--- src/sv/kzn_pkg.sv ---
// Shared types, constants and functions of the GOST 34.12-2015 encryption block.
// S-box, linear-transform matrix, round constants, command and status structs.
// No dependencies.
`default_nettype none
package kzn_pkg;

	// Byte 0 is the most significant byte of every 128-bit value
	typedef logic [0:15][7:0] blk_t;
	typedef logic [0:15][0:15][7:0] mat_t;

	localparam int BlkW = 128;
	localparam int WordW = 64;
	localparam int RkCount = 10;
	localparam int LastRnd = 8;
	localparam int KxSteps = 32;

	// Configuration register indexes
	localparam logic [2:0] REG_KEY0 = 3'd0;
	localparam logic [2:0] REG_KEY1 = 3'd1;
	localparam logic [2:0] REG_KEY2 = 3'd2;
	localparam logic [2:0] REG_KEY3 = 3'd3;
	localparam logic [2:0] REG_MODE = 3'd4;

	// Chaining modes
	localparam logic [2:0] MODE_ECB = 3'd0;
	localparam logic [2:0] MODE_CTR = 3'd1;
	localparam logic [2:0] MODE_OFB = 3'd2;
	localparam logic [2:0] MODE_CBC = 3'd3;
	localparam logic [2:0] MODE_CFB = 3'd4;

	// Item functions
	localparam logic [1:0] FN_BLOCK = 2'd0;
	localparam logic [1:0] FN_LOADA = 2'd1;
	localparam logic [1:0] FN_LOADB = 2'd2;

	// Commands from the controller to the datapath
	typedef struct packed {
		logic       take;     // input item accepted this cycle
		logic       kx_load;  // load key words into the Feistel halves
		logic       kx_step;  // one Feistel step of key expansion
		logic       enc_step; // one full round on the state
		logic       finish;   // last round, write result and feedback
		logic [4:0] cnt;      // step or round index
	} cmd_t;

	typedef struct packed {
		logic mode_ok;
	} stat_t;

	localparam logic [7:0] PI [256] = '{
		252,238,221,17,207,110,49,22,251,196,250,218,35,197,4,77,
		233,119,240,219,147,46,153,186,23,54,241,187,20,205,95,193,
		249,24,101,90,226,92,239,33,129,28,60,66,139,1,142,79,
		5,132,2,174,227,106,143,160,6,11,237,152,127,212,211,31,
		235,52,44,81,234,200,72,171,242,42,104,162,253,58,206,204,
		181,112,14,86,8,12,118,18,191,114,19,71,156,183,93,135,
		21,161,150,41,16,123,154,199,243,145,120,111,157,158,178,177,
		50,117,25,61,255,53,138,126,109,84,198,128,195,189,13,87,
		223,245,36,169,62,168,67,201,215,121,214,246,124,34,185,3,
		224,15,236,222,122,148,176,188,220,232,40,80,78,51,10,74,
		167,151,96,115,30,0,98,68,26,184,56,130,100,159,38,65,
		173,69,70,146,39,94,85,47,140,163,165,125,105,213,149,59,
		7,88,179,64,134,172,29,247,48,55,107,228,136,217,231,137,
		225,27,131,73,76,63,248,254,141,83,170,144,202,216,133,97,
		32,113,103,164,45,43,9,91,203,155,37,208,190,229,108,82,
		89,166,116,210,230,244,180,192,209,102,175,194,57,75,99,182
	};

	localparam logic [7:0] LIN_COEF [16] = '{
		148,32,133,16,194,192,1,251,1,192,194,16,133,32,148,1
	};

	// GF(2^8) multiply, polynomial 0xC3
	function automatic logic [7:0] gf_mul(input logic [7:0] a, input logic [7:0] b);
		logic [7:0] acc;
		logic [7:0] x;
		acc = '0;
		x = a;
		for (int i = 0; i < 8; i++) begin
			if (b[i]) acc = acc ^ x;
			x = x[7] ? ((x << 1) ^ 8'hC3) : (x << 1);
		end
		return acc;
	endfunction

	// Matrix of the 16-step linear transform; row i is the image of unit byte i
	function automatic mat_t lin_mat();
		mat_t m;
		blk_t v;
		logic [7:0] s;
		for (int c = 0; c < 16; c++) begin
			v = '0;
			v[c] = 8'd1;
			for (int r = 0; r < 16; r++) begin
				s = '0;
				for (int i = 0; i < 16; i++) s = s ^ gf_mul(v[i], LIN_COEF[i]);
				v = {s, v[0:14]};
			end
			m[c] = v;
		end
		return m;
	endfunction

	localparam mat_t LMAT = lin_mat();

	// Linear transform as a flat XOR network
	function automatic blk_t lin_apply(input blk_t x);
		blk_t y;
		for (int j = 0; j < 16; j++) begin
			y[j] = '0;
			for (int i = 0; i < 16; i++) y[j] = y[j] ^ gf_mul(x[i], LMAT[i][j]);
		end
		return y;
	endfunction

	function automatic blk_t sub_bytes(input blk_t x);
		blk_t y;
		for (int i = 0; i < 16; i++) y[i] = PI[x[i]];
		return y;
	endfunction

	// Key schedule constant for step j: L of the counter j+1 in byte 15
	function automatic blk_t rcon(input logic [4:0] j);
		blk_t y;
		logic [7:0] n;
		n = 8'(j) + 8'd1;
		for (int k = 0; k < 16; k++) y[k] = gf_mul(n, LMAT[15][k]);
		return y;
	endfunction

endpackage
`default_nettype wire

--- src/sv/kzn_ctrl.sv ---
// Controller: key expansion sequencing, round counting and handshakes.
// Depends on kzn_pkg.
`default_nettype none
module kzn_ctrl (
	input  wire logic          clk,
	input  wire logic          arst_n,
	input  wire logic          key_wr,
	input  wire logic          in_valid,
	input  wire logic [1:0]    in_func,
	output logic               in_ready,
	output logic               out_valid,
	input  wire logic          out_ready,
	input  wire kzn_pkg::stat_t stat,
	output kzn_pkg::cmd_t      cmd
);
	localparam logic [1:0] S_KLOAD = 2'd0;
	localparam logic [1:0] S_KEXP  = 2'd1;
	localparam logic [1:0] S_IDLE  = 2'd2;
	localparam logic [1:0] S_ENC   = 2'd3;

	logic [1:0] state_q;
	logic [4:0] cnt_q;
	logic       ov_q;
	logic       take;
	logic       finish;

	assign in_ready = (state_q == S_IDLE) && !key_wr;
	assign take = in_valid && in_ready;
	assign finish = (state_q == S_ENC) && (cnt_q == 5'(kzn_pkg::LastRnd))
		&& (!ov_q || out_ready);
	assign out_valid = ov_q;

	// Command decode
	always_comb begin
		cmd.take = take;
		cmd.kx_load = (state_q == S_KLOAD);
		cmd.kx_step = (state_q == S_KEXP);
		cmd.enc_step = (state_q == S_ENC) && (cnt_q != 5'(kzn_pkg::LastRnd));
		cmd.finish = finish;
		cmd.cnt = cnt_q;
	end

	// Sequencer
	always_ff @(posedge clk or negedge arst_n) begin
		if (!arst_n) begin
			state_q <= S_KLOAD;
			cnt_q <= '0;
		end else if (key_wr) begin
			state_q <= S_KLOAD;
			cnt_q <= '0;
		end else begin
			unique case (state_q)
				S_KLOAD: begin
					state_q <= S_KEXP;
					cnt_q <= '0;
				end
				S_KEXP: begin
					if (cnt_q == 5'(kzn_pkg::KxSteps - 1)) state_q <= S_IDLE;
					cnt_q <= cnt_q + 5'd1;
				end
				S_IDLE: begin
					cnt_q <= '0;
					if (take && in_func == kzn_pkg::FN_BLOCK && stat.mode_ok)
						state_q <= S_ENC;
				end
				S_ENC: begin
					if (finish) state_q <= S_IDLE;
					else if (cnt_q != 5'(kzn_pkg::LastRnd)) cnt_q <= cnt_q + 5'd1;
				end
				default: state_q <= S_IDLE;
			endcase
		end
	end

	// Result valid flag
	always_ff @(posedge clk or negedge arst_n) begin
		if (!arst_n) ov_q <= 1'b0;
		else if (finish) ov_q <= 1'b1;
		else if (out_ready) ov_q <= 1'b0;
	end
endmodule
`default_nettype wire

--- config.mk ---
export PLATFORM = sky130hd
export DESIGN_NAME = kzn_ctrl
export DESIGN_NICKNAME = d
export VERILOG_FILES = /design/src/sv/kzn_pkg.sv /design/src/sv/kzn_ctrl.sv
export SDC_FILE = /design/constraint.sdc
export NUM_CORES = 1
export LEC_CHECK = 0
export BUFFER_PORTS_ARGS = -buffer_cell sky130_fd_sc_hd__clkbuf_2
export CAP_MARGIN = 20
export CORE_UTILIZATION = 39
export DETAILED_ROUTE_END_ITERATION = 16
export PLACE_DENSITY = 0.74
export SYNTH_ARGS = -nofsm -noshare
export SYNTH_HDL_FRONTEND = slang
export SYNTH_SLANG_ARGS = --single-unit
--- constraint.sdc ---
create_clock -name clk -period 4.6 [get_ports clk]
set_clock_uncertainty 0.15 [all_clocks]
set_input_delay 0.23 -clock clk [delete_from_list [all_inputs] [get_ports clk]]
set_output_delay 0.23 -clock clk [all_outputs]
set_load 0.005 [all_outputs]
==> impl_metrics.toml <==
[logic_synthesis]
synthTopCellsByCount = "8 x dfrtp_1, 6 x nor2_1, 4 x inv_1"
synth_area_leader_cell = "dfrtp_1"
synth_seq_area_share = 0.386
yosys_warnings = 0
syn_area_per_cell_um2 = 9.99
synth_seq_cells = 8
ys_types = 28
synth_flop_cell = "dfrtp_1"
synth_edf_count = 0
yosysMostFrequentCell = "dfrtp_1"
syn_nets = 63
syn_area_um2 = 519
synth.top_cells.by_area = "dfrtp_1 39%, ha_1 7.2%, buf_4 4.3%"
synthArstFlopShare = 1.00
syn-instance-count = 52
synth_top_area_frac = 0.386

[grt]
grt_start_max_net_pins = 10
grt_pass1_vias = 417
grt-ovfl-total = 0
grt_antenna_before_repair = 0
grt_pass1_wl_um = 1900
track_usage = 0.197

[worst_setup_path]
reg2reg_from = "cnt_q[0]$_DFFE_PN0P_"
ff2ff_path_depth = 6
endpoint_kind = "output port"
reg2reg_to = "state_q[0]$_DFFE_PN0P_"
critPathKind = "register to output port"
r2r_slack_ns = 2.89
crit_fanout = 4
startpoint_type = "register"
arrival_ns = 1.54
cp.required_ns = 4.22

[sta]
finalSetupViolations = 0
timing.fmax_mhz = 522
finalCriticalPeriod_ns = 1.92
timing.final.max_slew_violations = 0
setup_slack_ns = 2.68
timing.hold.ws_ns = 0.0796
rsz0062_at_grt = "false"
worst_slew_pin_slew_ns = 0.316
hold_violations = 0
slew_headroom = 0.790
finalSetupTns_ns = 0
final.period_utilization = 0.416

[clocking]
cts_num_sinks = 8
cts_max_level = 1
cts.clk_slew.worst_paths_ns = 0.06
clockBufferDepth = 2
cts_tree = "done"
postCtsHoldBufs = 1
numCtsBuffers = 3
cts_setup_buffers = 0
cts-root-buf = "clkbuf_4"
clk_latency_ns = 0.26
cts_resized = 0

[detailed_routing]
drc = 0
wl_um = 1120
first_pass_iters = 4
drt-vias-per-instance = 5.38
antenna_left = 0
wl_per_cell_um = 13.0
drt_iter0_drc = 7
num_vias = 463

[worst_hold_path]
worst_hold_path.num_cells = 2
hp-class = "input pin to register"
worstHoldStart = "key_wr"
hold_end = "state_q[1]$_DFFE_PN0P_"

[placement]
hpwl_um = 893
gp_congestion = 0.805
post-place-ws_ns = 2.89
port-buffer-count = 19

[floorplan]
placementRows = 12
core-area_um2 = 1170
die_height_um = 38.5
io_pins = 20
dieArea_um2 = 1480
start_util = 0.443
dieWidth_um = 38.5

[flow_run]
cap_violations = 0

[layout]
fillerInstances = 122
antenna_cells = 0
drive_gt1_frac = 0.403
final_nets = 85
final_util = 0.548
syn_to_final_growth_pct = 23.6

[power_and_ir_drop]
p_per_area_nw_per_um2 = 232
total_power_mw = 0.149
ir_worst_vdd_v = 0.0000992
leakagePower_nw = 0.330

[outcome]
status = "finished, final reports clean"
[flip-flops by register name (all words and copies together) (netlist names)]
signal / cells
cnt_q: 5
state_q: 2
out_valid: 1
[worst max-delay path, cell delays in order, from the launching register on]
cell	delay, ns
dfrtp_1	0.41
inv_1	0.12
ha_1	0.19
nand4bb_1	0.19
nor3_2	0.23
clkbuf_2	0.14
[cells by family (layout without fill, tap and decap cells)]
logic type,after synthesis,in the layout,share of synthesized area
xor+xnor,1,1,0.0169
buf+inv,7,27,0.0723
fa+ha+maj,3,3,0.0723
compound gates,9,9,0.116
simple gates,24,24,0.337
flops,8,8,0.386
[final cells by class]
cell class,count,area [um^2],area share
clock buffers,3,22.5,0.0351
inverters,4,15.0,0.0234
multi-input cells,37,282,0.439
flip-flops and latches,8,200,0.312
well taps,14,17.5,0.0273
repair buffers,20,105,0.164
[cells in the final DEF, fill, tap and decap left out, types with 2 or more instances in the layout]
master,n
nor2_1,6
o21ai_0,2
dfrtp_1,8
or2b_1,2
nand3_1,2
clkbuf_4,3
ha_1,3
clkbuf_2,19
a21oi_1,3
inv_1,4
[metrics by stage]
step,cell area (um^2),instances
after floorplan,519,52
after global placement,609,82
after detailed placement,609,82
after CTS,642,86
after global routing,642,86
final,642,86
[per-layer routing]
| layer | track usage | wire length (um) | vias up |
|---|---|---|---|
| li1 | - | - | 222 |
| met1 | 0.245 | 495 | 220 |
| met2 | 0.296 | 537 | 14 |
| met3 | 0.0523 | 50 | 7 |
| met4 | 0.129 | 36 | 0 |
| met5 | 0 | 0 | - |
[worst max path at each step]
stage                     slack, ns                  from                endpoint
after global placement         2.97  cnt_q[1]$_DFFE_PN0P_                  cmd[5]
after CTS                      2.69  cnt_q[0]$_DFFE_PN0P_                  cmd[5]
after global routing           2.61  cnt_q[0]$_DFFE_PN0P_                  cmd[5]
after detailed placement       2.89  cnt_q[0]$_DFFE_PN0P_  state_q[0]$_DFFE_PN0P_
after floorplan                3.02  cnt_q[0]$_DFFE_PN0P_  state_q[0]$_DFFE_PN0P_
final                          2.68  cnt_q[0]$_DFFE_PN0P_                  cmd[5]
[report_power, final]
group	internal (mW)	total (mW)	switching, mW
Clock	0.0300	0.0555	0.0255
Combinational	0.00872	0.0180	0.00931
Sequential	0.0725	0.0756	0.00315
Total	0.111	0.149	0.0380
Power figures use the tool's default switching activity.
